File: src/rtl/cqrk_pkg.sv
// Shared types and constants for the circular queue with keyed removal.
`default_nettype none

package cqrk_pkg;

    localparam int SLOTS_DEF = 8;
    localparam int PLATE_W   = 64;
    localparam int SERVICE_W = 8;
    localparam int TIME_W    = 32;
    localparam int OCC_W     = 3;
    localparam int REQ_W     = 2;

    typedef enum logic [REQ_W-1:0] {
        REQ_PUSH   = 2'd0,
        REQ_POP    = 2'd1,
        REQ_REMOVE = 2'd2,
        REQ_CLEAR  = 2'd3
    } req_t;

    // Read address source for the record store
    typedef enum logic [1:0] {
        RD_HEAD  = 2'd0,
        RD_NEXT  = 2'd1,
        RD_NEXT2 = 2'd2
    } rd_sel_t;

    typedef struct packed {
        logic [PLATE_W-1:0]   plate;
        logic [SERVICE_W-1:0] service;
        logic [TIME_W-1:0]    etime;
    } rec_t;

    localparam int REC_W = $bits(rec_t);

    // Controller to datapath
    typedef struct packed {
        logic    capture;
        logic    push;
        logic    clear;
        logic    pop_adv;
        logic    take_rec;
        logic    scan_start;
        logic    advance;
        logic    shift_write;
        logic    drop_at_pos;
        logic    drop_at_next;
        logic    set_ok;
        logic    load_out;
        rd_sel_t rd_sel;
    } cqrk_cmd_t;

    // Datapath to controller
    typedef struct packed {
        req_t req_type;
        logic empty;
        logic full;
        logic match;
        logic next_is_tail;
        logic next2_is_tail;
        logic last;
    } cqrk_sts_t;

endpackage

`default_nettype wire

File: src/rtl/cqrk_if.sv
// Request and response channel interfaces.
`default_nettype none

interface cqrk_req_if import cqrk_pkg::*; ();
    logic                 valid;
    logic                 ready;
    logic [REQ_W-1:0]     req_type;
    logic [PLATE_W-1:0]   plate_key;
    logic [SERVICE_W-1:0] service_code;
    logic [TIME_W-1:0]    entry_time;

    modport source (
        output valid, req_type, plate_key, service_code, entry_time,
        input  ready
    );
    modport sink (
        input  valid, req_type, plate_key, service_code, entry_time,
        output ready
    );
endinterface

interface cqrk_rsp_if import cqrk_pkg::*; ();
    logic                 valid;
    logic                 ready;
    logic                 success;
    logic [PLATE_W-1:0]   out_plate;
    logic [SERVICE_W-1:0] out_service;
    logic [TIME_W-1:0]    out_time;
    logic [OCC_W-1:0]     occupancy;
    logic                 is_empty;
    logic                 is_full;

    modport source (
        output valid, success, out_plate, out_service, out_time, occupancy,
               is_empty, is_full,
        input  ready
    );
    modport sink (
        input  valid, success, out_plate, out_service, out_time, occupancy,
               is_empty, is_full,
        output ready
    );
endinterface

`default_nettype wire

File: src/rtl/cqrk_ram.sv
// Generic single-write, single-read RAM with registered read data.
`default_nettype none

module cqrk_ram #(
    parameter int WIDTH = 8,
    parameter int DEPTH = 8,
    localparam int ADDR_W = (DEPTH > 1) ? $clog2(DEPTH) : 1
) (
    input  wire logic              clk,
    input  wire logic              wr_en,
    input  wire logic [ADDR_W-1:0] wr_addr,
    input  wire logic [WIDTH-1:0]  wr_data,
    input  wire logic [ADDR_W-1:0] rd_addr,
    output logic      [WIDTH-1:0]  rd_data
);

    logic [WIDTH-1:0] mem [DEPTH];

    always_ff @(posedge clk)
    begin
        if (wr_en)
        begin
            mem[wr_addr] <= wr_data;
        end
        rd_data <= mem[rd_addr];
    end

endmodule

`default_nettype wire

File: src/rtl/cqrk_dp.sv
// Datapath: ring pointers, record store, scan pointer and response registers.
`default_nettype none

module cqrk_dp import cqrk_pkg::*; #(
    parameter int SLOTS = SLOTS_DEF,
    localparam int IDX_W = $clog2(SLOTS)
) (
    input  wire logic                 clk,
    input  wire logic                 rst_n,
    input  wire cqrk_cmd_t            cmd,
    output cqrk_sts_t                 sts,
    input  wire logic [REQ_W-1:0]     req_type,
    input  wire logic [PLATE_W-1:0]   plate_key,
    input  wire logic [SERVICE_W-1:0] service_code,
    input  wire logic [TIME_W-1:0]    entry_time,
    output logic                      success,
    output logic [PLATE_W-1:0]        out_plate,
    output logic [SERVICE_W-1:0]      out_service,
    output logic [TIME_W-1:0]         out_time,
    output logic [OCC_W-1:0]          occupancy,
    output logic                      is_empty,
    output logic                      is_full
);

    function automatic logic [IDX_W-1:0] ring_next(input logic [IDX_W-1:0] p);
        return (p == IDX_W'(SLOTS - 1)) ? '0 : p + IDX_W'(1);
    endfunction

    logic [IDX_W-1:0] head_reg, head_next;
    logic [IDX_W-1:0] tail_reg, tail_next;
    logic [IDX_W-1:0] count_reg, count_next;
    logic [IDX_W-1:0] pos_reg, pos_next;
    logic [IDX_W-1:0] left_reg, left_next;
    logic             ok_reg, ok_next;
    req_t             req_type_reg, req_type_next;
    rec_t             req_rec_reg, req_rec_next;
    rec_t             rec_reg, rec_next;

    logic                 success_reg, success_next;
    rec_t                 out_rec_reg, out_rec_next;
    logic [OCC_W-1:0]     occ_reg, occ_next;
    logic                 empty_reg, empty_next;
    logic                 full_reg, full_next;

    logic [IDX_W-1:0] pos_n1;
    logic [IDX_W-1:0] pos_n2;
    logic [IDX_W-1:0] rd_addr;
    logic [IDX_W-1:0] wr_addr;
    logic             wr_en;
    rec_t             wr_rec;
    logic [REC_W-1:0] rd_data;
    rec_t             rd_rec;
    logic             cnt_zero;
    logic             cnt_full;

    assign pos_n1   = ring_next(pos_reg);
    assign pos_n2   = ring_next(pos_n1);
    assign rd_rec   = rec_t'(rd_data);
    assign cnt_zero = (count_reg == '0);
    assign cnt_full = (count_reg == IDX_W'(SLOTS - 1));

    always_comb
    begin
        case (cmd.rd_sel)
            RD_NEXT:  rd_addr = pos_n1;
            RD_NEXT2: rd_addr = pos_n2;
            default:  rd_addr = head_reg;
        endcase
    end

    assign wr_en   = cmd.push | cmd.shift_write;
    assign wr_addr = cmd.push ? tail_reg : pos_reg;
    assign wr_rec  = cmd.push ? req_rec_reg : rd_rec;

    cqrk_ram #(
        .WIDTH (REC_W),
        .DEPTH (SLOTS)
    ) u_store (
        .clk     (clk),
        .wr_en   (wr_en),
        .wr_addr (wr_addr),
        .wr_data (wr_rec),
        .rd_addr (rd_addr),
        .rd_data (rd_data)
    );

    always_comb
    begin
        head_next     = head_reg;
        tail_next     = tail_reg;
        count_next    = count_reg;
        pos_next      = pos_reg;
        left_next     = left_reg;
        ok_next       = ok_reg;
        req_type_next = req_type_reg;
        req_rec_next  = req_rec_reg;
        rec_next      = rec_reg;

        if (cmd.capture)
        begin
            req_type_next        = req_t'(req_type);
            req_rec_next.plate   = plate_key;
            req_rec_next.service = service_code;
            req_rec_next.etime   = entry_time;
            rec_next             = '0;
            ok_next              = 1'b0;
        end
        if (cmd.push)
        begin
            tail_next  = ring_next(tail_reg);
            count_next = count_reg + IDX_W'(1);
        end
        if (cmd.clear)
        begin
            head_next  = '0;
            tail_next  = '0;
            count_next = '0;
        end
        if (cmd.pop_adv)
        begin
            head_next  = ring_next(head_reg);
            count_next = count_reg - IDX_W'(1);
        end
        if (cmd.scan_start)
        begin
            pos_next  = head_reg;
            left_next = count_reg;
        end
        if (cmd.advance)
        begin
            pos_next  = pos_n1;
            left_next = left_reg - IDX_W'(1);
        end
        if (cmd.shift_write)
        begin
            pos_next = pos_n1;
        end
        if (cmd.drop_at_pos)
        begin
            tail_next  = pos_reg;
            count_next = count_reg - IDX_W'(1);
        end
        if (cmd.drop_at_next)
        begin
            tail_next  = pos_n1;
            count_next = count_reg - IDX_W'(1);
        end
        if (cmd.take_rec)
        begin
            rec_next = rd_rec;
        end
        if (cmd.set_ok)
        begin
            ok_next = 1'b1;
        end
    end

    always_comb
    begin
        success_next = success_reg;
        out_rec_next = out_rec_reg;
        occ_next     = occ_reg;
        empty_next   = empty_reg;
        full_next    = full_reg;
        if (cmd.load_out)
        begin
            success_next = ok_reg;
            out_rec_next = rec_reg;
            occ_next     = OCC_W'(count_reg);
            empty_next   = cnt_zero;
            full_next    = cnt_full;
        end
    end

    always_ff @(posedge clk or negedge rst_n)
    begin
        if (!rst_n)
        begin
            head_reg  <= '0;
            tail_reg  <= '0;
            count_reg <= '0;
        end
        else
        begin
            head_reg  <= head_next;
            tail_reg  <= tail_next;
            count_reg <= count_next;
        end
    end

    always_ff @(posedge clk)
    begin
        pos_reg      <= pos_next;
        left_reg     <= left_next;
        ok_reg       <= ok_next;
        req_type_reg <= req_type_next;
        req_rec_reg  <= req_rec_next;
        rec_reg      <= rec_next;
        success_reg  <= success_next;
        out_rec_reg  <= out_rec_next;
        occ_reg      <= occ_next;
        empty_reg    <= empty_next;
        full_reg     <= full_next;
    end

    assign sts.req_type      = req_type_reg;
    assign sts.empty         = cnt_zero;
    assign sts.full          = cnt_full;
    assign sts.match         = (rd_rec.plate == req_rec_reg.plate);
    assign sts.next_is_tail  = (pos_n1 == tail_reg);
    assign sts.next2_is_tail = (pos_n2 == tail_reg);
    assign sts.last          = (left_reg == IDX_W'(1));

    assign success     = success_reg;
    assign out_plate   = out_rec_reg.plate;
    assign out_service = out_rec_reg.service;
    assign out_time    = out_rec_reg.etime;
    assign occupancy   = occ_reg;
    assign is_empty    = empty_reg;
    assign is_full     = full_reg;

endmodule

`default_nettype wire

File: src/rtl/cqrk_ctrl.sv
// Controller: sequences push, pop, keyed scan and shift, and the response handshake.
`default_nettype none

module cqrk_ctrl import cqrk_pkg::*; (
    input  wire logic      clk,
    input  wire logic      rst_n,
    input  wire logic      req_valid,
    output logic           req_ready,
    output logic           rsp_valid,
    input  wire logic      rsp_ready,
    input  wire cqrk_sts_t sts,
    output cqrk_cmd_t      cmd
);

    typedef enum logic [2:0] {
        ST_IDLE,
        ST_DECODE,
        ST_POP_WAIT,
        ST_SCAN,
        ST_SHIFT,
        ST_FIN
    } state_t;

    state_t state_reg, state_next;
    logic   rsp_valid_reg, rsp_valid_next;
    logic   slot_free;

    assign slot_free = !rsp_valid_reg || rsp_ready;

    always_comb
    begin
        cmd            = '0;
        cmd.rd_sel     = RD_HEAD;
        state_next     = state_reg;
        rsp_valid_next = rsp_valid_reg && !rsp_ready;

        case (state_reg)
            ST_IDLE:
            begin
                if (req_valid)
                begin
                    cmd.capture = 1'b1;
                    state_next  = ST_DECODE;
                end
            end
            ST_DECODE:
            begin
                state_next = ST_FIN;
                case (sts.req_type)
                    REQ_PUSH:
                    begin
                        if (!sts.full)
                        begin
                            cmd.push   = 1'b1;
                            cmd.set_ok = 1'b1;
                        end
                    end
                    REQ_POP:
                    begin
                        if (!sts.empty)
                        begin
                            state_next = ST_POP_WAIT;
                        end
                    end
                    REQ_REMOVE:
                    begin
                        if (!sts.empty)
                        begin
                            cmd.scan_start = 1'b1;
                            state_next     = ST_SCAN;
                        end
                    end
                    default:
                    begin
                        cmd.clear  = 1'b1;
                        cmd.set_ok = 1'b1;
                    end
                endcase
            end
            ST_POP_WAIT:
            begin
                cmd.take_rec = 1'b1;
                cmd.pop_adv  = 1'b1;
                cmd.set_ok   = 1'b1;
                state_next   = ST_FIN;
            end
            ST_SCAN:
            begin
                // prefetch the entry after the one being compared
                cmd.rd_sel = RD_NEXT;
                if (sts.match)
                begin
                    cmd.take_rec = 1'b1;
                    if (sts.next_is_tail)
                    begin
                        cmd.drop_at_pos = 1'b1;
                        cmd.set_ok      = 1'b1;
                        state_next      = ST_FIN;
                    end
                    else
                    begin
                        state_next = ST_SHIFT;
                    end
                end
                else if (sts.last)
                begin
                    state_next = ST_FIN;
                end
                else
                begin
                    cmd.advance = 1'b1;
                end
            end
            ST_SHIFT:
            begin
                cmd.rd_sel      = RD_NEXT2;
                cmd.shift_write = 1'b1;
                if (sts.next2_is_tail)
                begin
                    cmd.drop_at_next = 1'b1;
                    cmd.set_ok       = 1'b1;
                    state_next       = ST_FIN;
                end
            end
            ST_FIN:
            begin
                if (slot_free)
                begin
                    cmd.load_out   = 1'b1;
                    rsp_valid_next = 1'b1;
                    state_next     = ST_IDLE;
                end
            end
            default:
            begin
                state_next = ST_IDLE;
            end
        endcase
    end

    always_ff @(posedge clk or negedge rst_n)
    begin
        if (!rst_n)
        begin
            state_reg     <= ST_IDLE;
            rsp_valid_reg <= 1'b0;
        end
        else
        begin
            state_reg     <= state_next;
            rsp_valid_reg <= rsp_valid_next;
        end
    end

    assign req_ready = (state_reg == ST_IDLE);
    assign rsp_valid = rsp_valid_reg;

endmodule

`default_nettype wire

File: src/rtl/circular_queue_remove_by_key_top.sv
// Top level of the circular vehicle-record queue with keyed removal.
`default_nettype none

// Circular FIFO of vehicle records (plate, service code, entry time) held in
// a ring of SLOTS entries, one slot always left empty, so at most SLOTS-1
// records. Each request is a push at the tail, a pop from the head, a removal
// of the oldest record with a given plate (younger records move one slot
// toward the head, order kept), or a clear; every request yields exactly one
// response with success, the popped or removed record (zero otherwise), the
// count after the request (low three bits) and empty/full flags. Requests are
// handled one at a time: req.ready is high only while the block is idle.
// A push, a clear or a refused request goes from decode straight to the
// response state; a pop first waits for the registered read of the head
// record. A removal compares the held records in order from the head and,
// after a match, moves each younger record down one slot in turn, since the
// record store is a single RAM with one read and one write port and
// registered read data. A removal with no match compares every held record.
// The response sits in an output register, so a new request is accepted the
// cycle after the previous response is loaded, even while that response
// still waits for rsp.ready. No clearing pass is needed after reset.

module circular_queue_remove_by_key_top import cqrk_pkg::*; #(
    parameter int SLOTS = SLOTS_DEF
) (
    input wire logic  clk,
    input wire logic  rst_n,
    cqrk_req_if.sink  req,
    cqrk_rsp_if.source rsp
);

    cqrk_cmd_t cmd;
    cqrk_sts_t sts;

    // Sequence each request and own the response handshake
    cqrk_ctrl u_ctrl (
        .clk       (clk),
        .rst_n     (rst_n),
        .req_valid (req.valid),
        .req_ready (req.ready),
        .rsp_valid (rsp.valid),
        .rsp_ready (rsp.ready),
        .sts       (sts),
        .cmd       (cmd)
    );

    // Hold pointers, store and response payload
    cqrk_dp #(
        .SLOTS (SLOTS)
    ) u_dp (
        .clk          (clk),
        .rst_n        (rst_n),
        .cmd          (cmd),
        .sts          (sts),
        .req_type     (req.req_type),
        .plate_key    (req.plate_key),
        .service_code (req.service_code),
        .entry_time   (req.entry_time),
        .success      (rsp.success),
        .out_plate    (rsp.out_plate),
        .out_service  (rsp.out_service),
        .out_time     (rsp.out_time),
        .occupancy    (rsp.occupancy),
        .is_empty     (rsp.is_empty),
        .is_full      (rsp.is_full)
    );

endmodule

`default_nettype wire
File: src/flat_wrapper.sv
// flat-port wrapper written by rule: the top's interface ports become plain ports
module circular_queue_remove_by_key_top_flat import cqrk_pkg::*;
#(
    parameter int SLOTS = SLOTS_DEF
)
  (clk, rst_n, req_valid, req_req_type, req_plate_key, req_service_code, req_entry_time, req_ready, rsp_valid, rsp_success, rsp_out_plate, rsp_out_service, rsp_out_time, rsp_occupancy, rsp_is_empty, rsp_is_full, rsp_ready);
  cqrk_req_if req_i ();
  cqrk_rsp_if rsp_i ();
  input wire logic clk;
  input wire logic rst_n;
  input wire logic [$bits(req_i.valid)-1:0] req_valid;
  input wire logic [$bits(req_i.req_type)-1:0] req_req_type;
  input wire logic [$bits(req_i.plate_key)-1:0] req_plate_key;
  input wire logic [$bits(req_i.service_code)-1:0] req_service_code;
  input wire logic [$bits(req_i.entry_time)-1:0] req_entry_time;
  output wire logic [$bits(req_i.ready)-1:0] req_ready;
  output wire logic [$bits(rsp_i.valid)-1:0] rsp_valid;
  output wire logic [$bits(rsp_i.success)-1:0] rsp_success;
  output wire logic [$bits(rsp_i.out_plate)-1:0] rsp_out_plate;
  output wire logic [$bits(rsp_i.out_service)-1:0] rsp_out_service;
  output wire logic [$bits(rsp_i.out_time)-1:0] rsp_out_time;
  output wire logic [$bits(rsp_i.occupancy)-1:0] rsp_occupancy;
  output wire logic [$bits(rsp_i.is_empty)-1:0] rsp_is_empty;
  output wire logic [$bits(rsp_i.is_full)-1:0] rsp_is_full;
  input wire logic [$bits(rsp_i.ready)-1:0] rsp_ready;
  assign req_i.valid = req_valid;
  assign req_i.req_type = req_req_type;
  assign req_i.plate_key = req_plate_key;
  assign req_i.service_code = req_service_code;
  assign req_i.entry_time = req_entry_time;
  assign req_ready = req_i.ready;
  assign rsp_valid = rsp_i.valid;
  assign rsp_success = rsp_i.success;
  assign rsp_out_plate = rsp_i.out_plate;
  assign rsp_out_service = rsp_i.out_service;
  assign rsp_out_time = rsp_i.out_time;
  assign rsp_occupancy = rsp_i.occupancy;
  assign rsp_is_empty = rsp_i.is_empty;
  assign rsp_is_full = rsp_i.is_full;
  assign rsp_i.ready = rsp_ready;
  circular_queue_remove_by_key_top #(.SLOTS(SLOTS)) u_core (.clk(clk), .rst_n(rst_n), .req(req_i), .rsp(rsp_i));
endmodule
File: config.mk
export PLATFORM = sky130hd
export DESIGN_NAME = circular_queue_remove_by_key_top_flat
export DESIGN_NICKNAME = d
export VERILOG_FILES = /design/src/rtl/cqrk_pkg.sv /design/src/rtl/cqrk_if.sv /design/src/rtl/cqrk_ram.sv /design/src/rtl/cqrk_dp.sv /design/src/rtl/cqrk_ctrl.sv /design/src/rtl/circular_queue_remove_by_key_top.sv /design/src/flat_wrapper.sv
export SDC_FILE = /design/constraint.sdc
export NUM_CORES = 2
export LEC_CHECK = 0
export BUFFER_PORTS_ARGS = -buffer_cell sky130_fd_sc_hd__buf_2
export CORE_MARGIN = 4
export CORE_UTILIZATION = 55
export DETAILED_ROUTE_END_ITERATION = 12
export MAX_ROUTING_LAYER = met4
export PLACE_DENSITY = 0.69
export RECOVER_POWER = 100
export SETUP_SLACK_MARGIN = 0.05
export SLEW_MARGIN = 20
export SYNTH_ARGS = -nofsm -noshare
export SYNTH_HDL_FRONTEND = slang
export SYNTH_SLANG_ARGS = --single-unit
File: constraint.sdc
create_clock -name clk -period 9.21 [get_ports clk]
set_clock_uncertainty 0.05 [all_clocks]
set_input_delay 0.4605 -clock clk [delete_from_list [all_inputs] [get_ports clk]]
set_output_delay 0.4605 -clock clk [all_outputs]
set_load 0.05 [all_outputs]
==> results by group <==
CTS
  • Max Root-Sink Buffers: 3
  • Clk_lat worst skew: 740 ps
  • TritonCTS Sinks: 1276
  • Clk slew on worst S/H paths: 60 ps
  • H-tree Lvls: 4
  • Root buf cell: clkbuf_16
  • CTS tree: yes
  • TritonCTS Buffers: 130

Global route
  • GRT Util Overall: 23.08%
  • Pin count of the biggest net entering global routing: 129
  • Vias in the first global route: 25370
  • Total congestion overflow: 0
  • First-pass GRT wire length: 157300 µm
  • Antenna violations before repair: 3

Yosys
  • Synth Area per Inst: 17.49 µm²
  • Mapped Cells: 2803
  • Cell area after synthesis: 0.04901 mm²
  • YS warnings: 0
  • Seq/Total Area, Yosys: 75.90%
  • Mapped Nets: 2930
  • Netlist cell types: 52
  • Register bit count reported by yosys: 1276

Layout
  • Share of layout cells above drive strength 1: 11.04%
  • Final instance area: 0.05623 mm²
  • Commonest non-fill, non-tap cell in the layout: edfxtp_1
  • Filler instances: 6204
  • Number of flip-flops in the largest register: 832
  • Most frequent cells in the layout: 1158 x edfxtp_1, 626 x mux2i_1, 321 x nand2_1
  • Top reg by flops: u_core.u_dp.u_store.mem
  • Finished Layout Cells: 4443
  • Net count, final: 3300
  • Area Growth Syn to Fin: 14.71%
  • Inserted Diodes: 0

Die
  • Die width: 306.5 µm
  • Initial Util: 55.46%
  • Die H: 306.5 µm
  • Die area: 0.09396 mm²
  • Core footprint: 0.08837 mm²
  • Top Ports: 222
  • FP Rows: 109

Power and ir drop
  • PwrDens: 350.9 mW/mm²
  • Leak: 20.03 nW
  • Peak supply drop: 0.2879 mV
  • Power, Total: 19.73 mW

STA
  • Final Hold Viols: 0
  • TNS Setup: 0 ps
  • Period minus WS final: 6802 ps
  • Fmax: 0.1470 GHz
  • Tightest Pin Transition: 4616 ps
  • Hold slack: 55.11 ps
  • Tcrit/Tclk final: 73.85%
  • Setup repair after global routing missed its margin: false
  • Max-slew violations: 1123
  • Finish-stage setup viols: 0
  • Max-slew headroom: -207.7%

Placement
  • I/O Buffers: 221
  • Global placement routability congestion: 0.8232
  • Area post-placement: 0.05132 mm²
  • Detailed Place HPWL: 56420 µm
  • Placed insts: 4099

Drt
  • Antenna viol nets, final: 0
  • Pre-antenna DRT Iters: 7
  • DRC violations left: 0
  • Via-to-Cell Ratio: 5.578
  • Drt initial violations: 1845
  • Final WL: 105700 µm
  • Via count: 24780
  • Routed len/inst: 23.80 µm

Setup path
  • Crit path max fanout: 57
  • Max stage delay on crit path: 1390 ps
  • CP cell instances: xnor2_1 -> nand4_1 -> nor4_1 -> nand4_1 -> a21oi_4 -> clkbuf_1 -> or2_4 -> clkbuf_2
  • Critical path type: reg2reg
  • Startpoint types: register
  • CP most frequent cell: nand4_1
  • CP bufs+invs: 2
  • Crit end category: register
  • Crit-path slowest cell: clkbuf_1
  • Critical Path AT: 7080 ps
  • Critical Path RT: 9480 ps
  • CP top delay family: buffers and inverters

Flow run
  • Max_cap viols: 15

Run status
  • Failing checks: max-capacitance violations, max-slew violations
  • Status: finished, violations left

Min path
  • Hold Crit Class: in2reg
==> stage by stage <==
step / util (%) / setup slack (ps)
after floorplan: - / 2750
after global placement: 58.04 / 4082
after detailed placement: 58.07 / 4011
after CTS: 64.01 / 4021
after global routing: 63.62 / 2032
final: 63.62 / 2408
==> cells in the mapped netlist, drive strengths merged <==
cell,number,area (µm²)
a2111oi,1,8.760
a211oi,4,30.03
a21o,1,7.510
a21oi,14,73.82
a221o,1,10.01
a22o,3,26.28
a22oi,2,15.01
a31oi,6,37.54
a32oi,1,8.760
and2,104,650.6
and2b,2,15.01
and3,3,18.77
and3b,1,8.760
buf,87,609.3
clkbuf,35,132.6
dfrtp,13,325.3
dfxtp,105,2102
edfxtp,1158,34770
ha,17,212.7
inv,16,60.06
mux2,108,1216
mux2i,626,6266
nand2,321,1205
nand2b,5,31.28
nand3,2,10.01
nand3b,4,30.03
nand4,17,106.4
nor2,31,116.4
nor2b,2,12.51
nor3,7,40.04
nor3b,3,22.52
nor4,6,37.54
o211a,1,10.01
o211ai,2,15.01
o21a,1,7.510
o21ai,12,60.06
o221ai,2,17.52
o22a,3,26.28
o32ai,2,17.52
or2,1,6.260
or3,2,12.51
xnor2,69,604.3
xor2,2,17.52
==> cell type report <==
cell class | count | area, µm² | share of cell area [%]
sequential | 1276 | 37200 | 66.16
tap | 1165 | 1458 | 2.592
inverter | 16 | 61.31 | 0.1090
clock buffer | 173 | 3516 | 6.253
multi-input combinational | 1389 | 11130 | 19.79
clock inverter | 64 | 663.1 | 1.179
timing repair buffer | 360 | 2200 | 3.912
==> cell families (layout without fill, tap and decap cells) <==
group / count (synthesis) / after routing / synth area share (%)
xor gates and xnor gates: 71 / 71 / 1.269
adders and majority gates: 17 / 17 / 0.4340
DFF: 1276 / 1276 / 75.90
buffers and inverters: 138 / 613 / 1.636
and+or+nand+nor: 511 / 511 / 4.740
muxes: 734 / 734 / 15.27
AOI/OAI and AO/OA: 56 / 56 / 0.7582
==> repair_timing <==
item                                   CTS  global route
hold buffers                           107             0
endpoints found under the hold margin  119             0
setup buffers                            0             0
gates resized for setup                  0             0
==> tightest hold or removal path, stage by stage <==
cell	delay, ps
buf_2	80
nor2b_1	80
nand2b_1	160
==> power breakdown <==
part           total (mW)  leakage [nW]  internal [mW]  switching (mW)
registers            8.73          11.6           8.24           0.488
logic                5.91          6.42           2.20            3.71
clock network        5.10          2.01           2.92            2.18
==> worst paths after layout <==
check,slack (ps),cells after the start,to,from
max in group asynchronous,8290,2,u_core.u_dp.head_reg[1]$_DFFE_PN0P_,rst_n
min in group asynchronous,290,2,u_core.u_ctrl.rsp_valid$_DFF_PN0_,rst_n
hold / removal,60,3,u_core.u_ctrl.rsp_valid$_DFF_PN0_,rsp_ready
hold reg to reg,370,0,u_core.u_dp.out_time[20]$_DFFE_PP_,u_core.u_dp.rec_reg[20]$_SDFFCE_PN0P_
setup reg to reg,2410,8,u_core.u_dp.rec_reg[35]$_SDFFCE_PN0P_,u_core.u_dp.req_rec_reg[47]$_DFFE_PP_
setup / recovery,2410,8,u_core.u_dp.rec_reg[35]$_SDFFCE_PN0P_,u_core.u_dp.req_rec_reg[47]$_DFFE_PP_
==> routing by layer <==
metal	routed length (µm)	GRT usage (%)	vias up
li1	-	-	11290
met1	45410	30.14	12640
met2	52760	38.32	693
met3	5209	3.375	162
met4	2360	6.541	0
met5	0	-	-
(Power assumes the default switching activity.)
